==> src/sv/assert_macros.svh <==
// Assertion macros shared by the RTL files of the command line tokenizer.
// No dependencies; synthesis builds define SYNTHESIS and get empty bodies.
`ifndef ASSERT_MACROS_SVH
`define ASSERT_MACROS_SVH
`ifndef SYNTHESIS
// Expression must hold at every clock edge outside reset.
`define ASSERT_ALWAYS(label, clk, rst_n, expr) \
    label: assert property (@(posedge clk) disable iff (!rst_n) (expr)) \
        else $error("assertion failed");
// Consequent must hold in the same cycle as the antecedent.
`define ASSERT_IMPLIES(label, clk, rst_n, ante, cons) \
    label: assert property (@(posedge clk) disable iff (!rst_n) (ante) |-> (cons)) \
        else $error("assertion failed");
`else
`define ASSERT_ALWAYS(label, clk, rst_n, expr)
`define ASSERT_IMPLIES(label, clk, rst_n, ante, cons)
`endif
`endif

==> src/sv/icl_pkg.sv <==
// Package for the inline command line tokenizer: sizes, character codes,
// event codes and the state and result structs. No dependencies.
package icl_pkg;

    localparam int BUF_DEPTH  = 256;
    localparam int MAX_ARGS   = 16;
    localparam int IDX_W      = $clog2(BUF_DEPTH + 1);
    localparam int ARG_W      = $clog2(MAX_ARGS + 2);
    localparam int CFG_SIZE_W = 9;
    localparam int CFG_ARGS_W = 5;
    localparam int CFG_DATA_W = 9;

    localparam logic [7:0] CH_PLUS   = 8'h2B;
    localparam logic [7:0] CH_MINUS  = 8'h2D;
    localparam logic [7:0] CH_COLON  = 8'h3A;
    localparam logic [7:0] CH_DOLLAR = 8'h24;
    localparam logic [7:0] CH_STAR   = 8'h2A;
    localparam logic [7:0] CH_CR     = 8'h0D;
    localparam logic [7:0] CH_LF     = 8'h0A;
    localparam logic [7:0] CH_SPACE  = 8'h20;

    localparam logic CFG_IDX_SIZE = 1'b0;
    localparam logic CFG_IDX_ARGS = 1'b1;

    typedef enum logic [3:0] {
        EV_IGNORED      = 4'd0,
        EV_STORED       = 4'd1,
        EV_FULL         = 4'd2,
        EV_SEP          = 4'd3,
        EV_SEP_UNSTORED = 4'd4,
        EV_EXTRA_SPACE  = 4'd5,
        EV_EMPTY        = 4'd6,
        EV_DONE         = 4'd7,
        EV_SYNTAX       = 4'd8,
        EV_ARGS         = 4'd9,
        EV_OVERFLOW     = 4'd10
    } t_event;

    typedef struct packed {
        logic              collecting;
        logic [IDX_W-1:0]  fill_index;
        logic [ARG_W-1:0]  token_count;
        logic [IDX_W-1:0]  token_start;
    } t_state;

    typedef struct packed {
        t_event            event_res;
        logic [IDX_W-1:0]  position;
        logic [7:0]        data_byte;
        logic [ARG_W-1:0]  arg_count;
    } t_result;

endpackage

==> src/sv/inline_command_line_tokenizer.sv <==
// Top level of the inline command line tokenizer: input register, line state,
// config registers and result register. Depends on icl_pkg, icl_step, assert_macros.svh.
//
//   channel   direction  handshake                   payload
//   in        sink       i_in_valid / o_in_ready     i_in_byte
//   out       source     o_out_valid / i_out_ready   o_event_res, o_position,
//                                                    o_data_byte, o_arg_count
//   cfg       sink       i_cfg_we (no ready)         i_cfg_index, i_cfg_data
//
// One beat per cycle sustained while the output is not stalled; a byte's event
// passes through the input register and then the result register.
// The step logic between them is a handful of compares and 9-bit adds.
// Reset (synchronous, active low) returns to idle with buffer_size 256 and
// max_args 16. A stalled output holds the result register and the line state;
// the input register still takes one more beat while the result waits.
`include "assert_macros.svh"

module inline_command_line_tokenizer (
    input  logic                              i_clk,
    input  logic                              i_rst_n,
    input  logic                              i_in_valid,
    output logic                              o_in_ready,
    input  logic [7:0]                        i_in_byte,
    output logic                              o_out_valid,
    input  logic                              i_out_ready,
    output logic [3:0]                        o_event_res,
    output logic [8:0]                        o_position,
    output logic [7:0]                        o_data_byte,
    output logic [4:0]                        o_arg_count,
    input  logic                              i_cfg_we,
    input  logic                              i_cfg_index,
    input  logic [icl_pkg::CFG_DATA_W-1:0]    i_cfg_data
);

    logic                               r_in_valid;
    logic [7:0]                         r_in_byte;
    icl_pkg::t_state                    r_state;
    icl_pkg::t_state                    n_state;
    logic                               r_out_valid;
    icl_pkg::t_result                   r_out;
    icl_pkg::t_result                   n_out;
    logic [icl_pkg::CFG_SIZE_W-1:0]     r_buffer_size;
    logic [icl_pkg::CFG_ARGS_W-1:0]     r_max_args;
    logic                               advance;

    // Advance the held byte whenever the result register is empty or draining.
    assign advance    = r_in_valid && (!r_out_valid || i_out_ready);
    assign o_in_ready = !r_in_valid || advance;

    // Config writes land directly; the user must write only while idle, the block does not enforce it.
    always_ff @(posedge i_clk) begin
        if (!i_rst_n) begin
            r_buffer_size <= icl_pkg::CFG_SIZE_W'(256);
            r_max_args    <= icl_pkg::CFG_ARGS_W'(16);
        end else if (i_cfg_we) begin
            if (i_cfg_index == icl_pkg::CFG_IDX_SIZE) begin
                r_buffer_size <= i_cfg_data[icl_pkg::CFG_SIZE_W-1:0];
            end else if (i_cfg_index == icl_pkg::CFG_IDX_ARGS) begin
                r_max_args <= i_cfg_data[icl_pkg::CFG_ARGS_W-1:0];
            end
        end
    end

    // Input register: hold the byte until the step logic consumes it.
    always_ff @(posedge i_clk) begin
        if (!i_rst_n) begin
            r_in_valid <= 1'b0;
        end else if (o_in_ready) begin
            r_in_valid <= i_in_valid;
        end
    end

    always_ff @(posedge i_clk) begin
        if (o_in_ready && i_in_valid) begin
            r_in_byte <= i_in_byte;
        end
    end

    icl_step u_step (
        .i_state       (r_state),
        .i_byte        (r_in_byte),
        .i_buffer_size (r_buffer_size),
        .i_max_args    (r_max_args),
        .o_state       (n_state),
        .o_result      (n_out)
    );

    // Line state moves only together with a new result.
    always_ff @(posedge i_clk) begin
        if (!i_rst_n) begin
            r_state <= '0;
        end else if (advance) begin
            r_state <= n_state;
        end
    end

    // Result register: load on advance, drop valid once taken.
    always_ff @(posedge i_clk) begin
        if (!i_rst_n) begin
            r_out_valid <= 1'b0;
        end else if (advance) begin
            r_out_valid <= 1'b1;
        end else if (i_out_ready) begin
            r_out_valid <= 1'b0;
        end
    end

    always_ff @(posedge i_clk) begin
        if (advance) begin
            r_out <= n_out;
        end
    end

    assign o_out_valid = r_out_valid;
    assign o_event_res = r_out.event_res;
    assign o_position  = r_out.position;
    assign o_data_byte = r_out.data_byte;
    assign o_arg_count = r_out.arg_count;

    // Idle always means an empty line.
    `ASSERT_IMPLIES(a_idle_clean, i_clk, i_rst_n, !r_state.collecting, (r_state.fill_index == '0) && (r_state.token_count == '0) && (r_state.token_start == '0))
    // Count saturates one above the limit; fill never passes the depth.
    `ASSERT_ALWAYS(a_bounds, i_clk, i_rst_n, (32'(r_state.token_count) <= icl_pkg::MAX_ARGS + 1) && (32'(r_state.fill_index) <= icl_pkg::BUF_DEPTH))
    // A pending line end leaves the state idle.
    `ASSERT_IMPLIES(a_end_idle, i_clk, i_rst_n, r_out_valid && (r_out.event_res == icl_pkg::EV_DONE || r_out.event_res == icl_pkg::EV_ARGS || r_out.event_res == icl_pkg::EV_OVERFLOW), !r_state.collecting)
    // A stored byte or separator was written below the fill index.
    `ASSERT_IMPLIES(a_store_pos, i_clk, i_rst_n, r_out_valid && (r_out.event_res == icl_pkg::EV_STORED || r_out.event_res == icl_pkg::EV_SEP), r_out.position < r_state.fill_index)

endmodule

==> src/sv/icl_step.sv <==
// Per-byte tokenizer step: next line state and the event for one byte.
// Depends on icl_pkg.
module icl_step (
    input  icl_pkg::t_state                  i_state,
    input  logic [7:0]                       i_byte,
    input  logic [icl_pkg::CFG_SIZE_W-1:0]   i_buffer_size,
    input  logic [icl_pkg::CFG_ARGS_W-1:0]   i_max_args,
    output icl_pkg::t_state                  o_state,
    output icl_pkg::t_result                 o_result
);

    logic [icl_pkg::IDX_W-1:0] size_cap;
    logic [icl_pkg::ARG_W-1:0] args_cap;
    logic [icl_pkg::ARG_W-1:0] count_inc;
    logic                      is_prefix;
    logic                      is_eol;
    logic                      is_space;
    logic                      token_empty;
    logic                      has_room;

    assign size_cap = (32'(i_buffer_size) > icl_pkg::BUF_DEPTH)
                    ? icl_pkg::IDX_W'(icl_pkg::BUF_DEPTH)
                    : icl_pkg::IDX_W'(i_buffer_size);
    assign args_cap = (32'(i_max_args) > icl_pkg::MAX_ARGS)
                    ? icl_pkg::ARG_W'(icl_pkg::MAX_ARGS)
                    : icl_pkg::ARG_W'(i_max_args);
    // Saturate at one above the limit.
    assign count_inc = (32'(i_state.token_count) < icl_pkg::MAX_ARGS + 1)
                     ? i_state.token_count + icl_pkg::ARG_W'(1)
                     : i_state.token_count;
    assign token_empty = (i_state.token_start == i_state.fill_index);
    assign has_room    = (i_state.fill_index < size_cap);

    always_comb begin
        is_eol    = (i_byte inside {icl_pkg::CH_CR, icl_pkg::CH_LF});
        is_space  = (i_byte == icl_pkg::CH_SPACE);
        is_prefix = (i_byte inside {icl_pkg::CH_PLUS, icl_pkg::CH_MINUS, icl_pkg::CH_COLON,
                                    icl_pkg::CH_DOLLAR, icl_pkg::CH_STAR});
    end

    always_comb begin
        logic [icl_pkg::IDX_W-1:0] end_fill;
        logic [icl_pkg::ARG_W-1:0] end_count;
        o_state             = i_state;
        o_result.event_res  = icl_pkg::EV_IGNORED;
        o_result.position   = '0;
        o_result.data_byte  = '0;
        o_result.arg_count  = i_state.token_count;
        end_fill            = token_empty ? i_state.fill_index - icl_pkg::IDX_W'(1)
                                          : i_state.fill_index;
        end_count           = token_empty ? i_state.token_count : count_inc;
        if (!i_state.collecting && (is_prefix || is_eol)) begin
            o_result.event_res = icl_pkg::EV_IGNORED;
        end else if (!i_state.collecting && i_state.fill_index != '0) begin
            o_result.event_res = icl_pkg::EV_SYNTAX;
            o_state            = '0;
        end else if (is_eol) begin
            o_state = '0;
            if (i_state.fill_index == '0) begin
                o_result.event_res = icl_pkg::EV_EMPTY;
            end else begin
                o_result.arg_count = end_count;
                if (end_count > args_cap) begin
                    o_result.event_res = icl_pkg::EV_ARGS;
                end else if (end_fill >= size_cap) begin
                    o_result.event_res = icl_pkg::EV_OVERFLOW;
                end else begin
                    o_result.event_res = icl_pkg::EV_DONE;
                    o_result.position  = end_fill;
                end
            end
        end else if (is_space) begin
            o_state.collecting = 1'b1;
            if (token_empty) begin
                o_result.event_res = icl_pkg::EV_EXTRA_SPACE;
            end else begin
                o_state.token_count = count_inc;
                o_result.arg_count  = count_inc;
                if (has_room) begin
                    o_result.event_res = icl_pkg::EV_SEP;
                    o_result.position  = i_state.fill_index;
                    o_state.fill_index = i_state.fill_index + icl_pkg::IDX_W'(1);
                    o_state.token_start = i_state.fill_index + icl_pkg::IDX_W'(1);
                end else begin
                    o_result.event_res  = icl_pkg::EV_SEP_UNSTORED;
                    o_state.token_start = i_state.fill_index;
                end
            end
        end else begin
            o_state.collecting = 1'b1;
            if (has_room) begin
                o_result.event_res = icl_pkg::EV_STORED;
                o_result.position  = i_state.fill_index;
                o_result.data_byte = i_byte;
                o_state.fill_index = i_state.fill_index + icl_pkg::IDX_W'(1);
            end else begin
                o_result.event_res = icl_pkg::EV_FULL;
            end
        end
    end

endmodule

==> config.mk <==
export PLATFORM = sky130hd
export DESIGN_NAME = inline_command_line_tokenizer
export DESIGN_NICKNAME = d
export VERILOG_FILES = /design/src/sv/icl_pkg.sv /design/src/sv/inline_command_line_tokenizer.sv /design/src/sv/icl_step.sv
export VERILOG_INCLUDE_DIRS = /design/src /design/src/sv
export SDC_FILE = /design/constraint.sdc
export NUM_CORES = 1
export LEC_CHECK = 0
export ABC_AREA = 1
export BUFFER_PORTS_ARGS = -buffer_cell sky130_fd_sc_hd__buf_2
export CORE_MARGIN = 2
export CORE_UTILIZATION = 56
export CTS_BUF_LIST = sky130_fd_sc_hd__clkbuf_16
export DETAILED_ROUTE_END_ITERATION = 10
export HOLD_SLACK_MARGIN = 0.15
export PLACE_DENSITY_LB_ADDON = 0.08
export SYNTH_ARGS = -nofsm -noshare
export SYNTH_HDL_FRONTEND = slang
export SYNTH_HIERARCHICAL = 1
export SYNTH_SLANG_ARGS = --single-unit
==> constraint.sdc <==
create_clock -name i_clk -period 3.5 [get_ports i_clk]
set_clock_uncertainty 0.2 [all_clocks]
set_input_delay 0.35 -clock i_clk [delete_from_list [all_inputs] [get_ports i_clk]]
set_output_delay 0.35 -clock i_clk [all_outputs]
set_load 0.005 [all_outputs]
==> flow_summary.ini <==
[status]
outcome = completed

[clock_tree]
tritoncts = yes
clk_pin_slew_ns = 0.06
cts_buffers = 9
clock_latency_ns = 0.34
htreeDepth = 3
clk_path_buf_depth = 2
cts_sinks = 74
root_buffer = clkbuf_16

[worst_setup_path]
cp_max_fo = 7
cp.required_ns = 3.50
cp_data_arrival_time_ns = 3.24
r2r_slack_ns = 0.26
reg2reg_depth = 17
reg2reg_from = r_state[14]$_SDFFE_PN0P_
r2r_end = o_position[6]$_DFFE_PP_
start_kind = flip-flop
cp-end-kind = flip-flop
crit_type = reg2reg

[timing]
rsz0062_at_grt = false
maxSlewViolCount = 0
finalWorstSetupSlack_ns = 0.259
tightest_slew_ns = 1.00
setup-tns-final_ns = 0
hold_violations = 0
max_freq_mhz = 309
fin_crit_sh_pct = 92.6
finalCriticalPeriod_ns = 3.24
setup_violations = 0
max_slew_margin_pct = 32.8

[pwr]
comb_power_share_pct = 32.4
clkPwrFrac_pct = 31.6
finalPower_mw = 2.85
p_per_area_nw_per_um2 = 456
p_int_mw = 1.84
ir_worst_vdd_mv = 0.355
switchingPower_mw = 1.00
p_seq_share_pct = 36.0
power.leakage_nw = 2.97
p_sw_share_pct = 35.3

[route]
first_pass_iters = 6
vias = 5133
drtAntennaViolNets = 0
viasPerCell = 5.32
drc = 0
wl_per_cell_um = 14.9
drt_iter0_markers = 472
wirelength_um = 14400

[global_routing]
grt_pass1_wl_um = 23500
overflow = 0
grt_max_degree = 50
antenna_found_initial = 0
grt_pass1_vias = 4882
grt.total_usage_pct = 29.1

[synthesis]
synth_flop_cell = dfxtp_1
yosysTopAreaCellShare_pct = 18.9
syn_area_sq_um = 5410
yosysTopAreaCell = edfxtp_1
ys_ff_latch = 74
ys.warnings.count = 6
yosysUniqueCellTypes = 40
synth_area_leaders = edfxtp_1 19%, dfxtp_1 15%, nand2_1 14%
synth.avg_cell_area_sq_um = 7.11
async_flop_share_pct = 0
synth_nets = 811
syn_inst = 761
yosysSeqAreaShare_pct = 33.7
synth_edf_count = 34

[finish]
antenna_cells = 0
multi_input_area_sq_um = 3010
nets = 881
area_delta_synth_final_pct = 15.4
fillers = 852
register_area_sq_um = 1830
drive_gt1_share_pct = 19.4

[worst_hold_path]
hold_path_depth = 4
min_path_type = in2reg
whs_endpoint = r_in_valid$_SDFFE_PN0P_
hp-start = i_out_ready

[placed_design]
gp_congestion = 0.909
dpl_worst_slack_ns = 0.180
dpl.hpwl_um = 10300
io_buffers = 50

[run]
max_cap_viol_count = 0

[floorplan]
core_area_sq_um = 9330
dieArea_sq_um = 10500
initial_core_util_pct = 58.0
fp-row-count = 35
io-pin-count = 51
die_w_um = 102
dieHeight_um = 102
-- per-layer routing --
metal	vias up	track usage [%]	routed length (um)
met5	-	0	0
met1	2282	38.1	6400
met3	38	7.05	1030
met2	218	47.6	6620
met4	0	9.03	373
li1	2595	-	-
-- kinds of logic after synthesis --
logic type,count (synthesis),synth area share [%]
AO/OA/AOI/OAI,106,11.7
buffers and inverters,133,11.2
XOR/XNOR,15,2.43
adder cells (fa/ha/maj),27,6.24
AND/OR/NAND/NOR,406,34.8
flip-flops,74,33.7
-- through the flow --
step,area [sq um],instances,hold WS (ns),utilization [%]
global route,6250,965,0.183,67.0
floorplan,5410,761,0.249,-
global placement,5700,922,0.292,61.1
detailed placement,5700,922,0.302,61.1
CTS,6160,956,0.151,66.1
finish,6250,965,0.153,67.0
-- layout make-up --
type	instances	share of cell area [%]
multi-input cells	555	48.1
flip-flops and latches	74	29.2
repair buffers	86	9.05
inverters	105	6.45
clock buffers	9	3.61
well taps	129	2.58
clock inverters	7	0.981
-- sequential cells by signal, indices dropped and copies added, names as in the netlist, 4 cells and up --
signal and flops:
r_state 24, o_position 9, r_buffer_size 9, o_data_byte 8, r_in_byte 8, o_arg_count 5, r_max_args 5, o_event_res 4
-- worst max-delay path: stages (launching register included) --
cell	delay, ns
dfxtp_1	0.49
inv_2	0.08
buf_4	0.16
ha_1	0.24
nand2_1	0.12
nor2_1	0.07
xor2_1	0.15
o21ai_1	0.16
inv_2	0.07
ha_1	0.31
a21oi_1	0.15
o21a_1	0.13
nand2_1	0.05
nor2_2	0.16
nand4_1	0.21
nor2_2	0.23
nand2_1	0.07
nand2_1	0.06
-- cell usage after synthesis (3+ instances only) --
cell type,instances
nand4_1,8
nor2_4,7
nand2_4,6
dfxtp_1,40
buf_6,7
o21ai_2,11
o21ai_0,30
inv_2,18
buf_2,12
a21oi_1,32
nor2_1,89
edfxtp_1,34
o21ai_1,16
ha_1,27
nand2_1,199
xor2_1,14
nor3_1,9
nor2_8,3
nand3_2,4
nand3_1,68
a21oi_2,10
inv_1,83
nand2_2,4
buf_4,6
-- worst max-delay path by stage --
stage	start	to	slack, ns
finish	r_state[14]$_SDFFE_PN0P_	o_position[6]$_DFFE_PP_	0.26
global route	r_buffer_size[5]$_SDFFE_PN0P_	r_state[21]$_SDFFE_PN0P_	0.02
CTS	r_state[21]$_SDFFE_PN0P_	o_position[5]$_DFFE_PP_	0.14
detailed placement	r_state[21]$_SDFFE_PN0P_	o_position[5]$_DFFE_PP_	0.18
global placement	r_state[21]$_SDFFE_PN0P_	o_position[6]$_DFFE_PP_	0.31
floorplan	r_buffer_size[4]$_SDFFE_PN0P_	r_state[0]$_SDFFE_PN0P_	0.65
-- cell usage in the layout, fill, tap and decap left out, drive strengths merged --
| cell type | n |
|---|---|
| o21ai | 57 |
| xnor2 | 1 |
| bufinv | 1 |
| clkinvlp | 1 |
| buf | 68 |
| o21a | 2 |
| edfxtp | 34 |
| clkbuf | 9 |
| xor2 | 14 |
| nand2 | 209 |
| clkinv | 4 |
| dfxtp | 40 |
| dlygate4sd3 | 18 |
| o21bai | 1 |
| o41ai | 1 |
| nand4 | 9 |
| a31oi | 2 |
| nand3 | 74 |
| ha | 27 |
| nor4 | 1 |
| a21oi | 43 |
| and2 | 1 |
| inv | 106 |
| nor3 | 11 |
| nor2 | 102 |
-- power by group through the flow --
stage / registers (mW) / logic, mW / clock network [mW]
6_report: 1.02 / 0.923 / 0.900
5_1_grt: 1.03 / 1.03 / 0.938
4_1_cts: 1.02 / 0.870 / 0.909
3_5_place_dp: 1.04 / 0.847 / 0
3_3_place_gp: 1.04 / 0.831 / 0
2_1_floorplan: 1.03 / 0.659 / 0
-- repair_timing --
action                                 CTS  global route
buffers inserted                         0             8
setup endpoints to repair                0            17
resized for setup                        0             7
hold buffers                            18             0
endpoints found under the hold margin   22             0
Note: power is estimated with default switching activity, not from simulation.
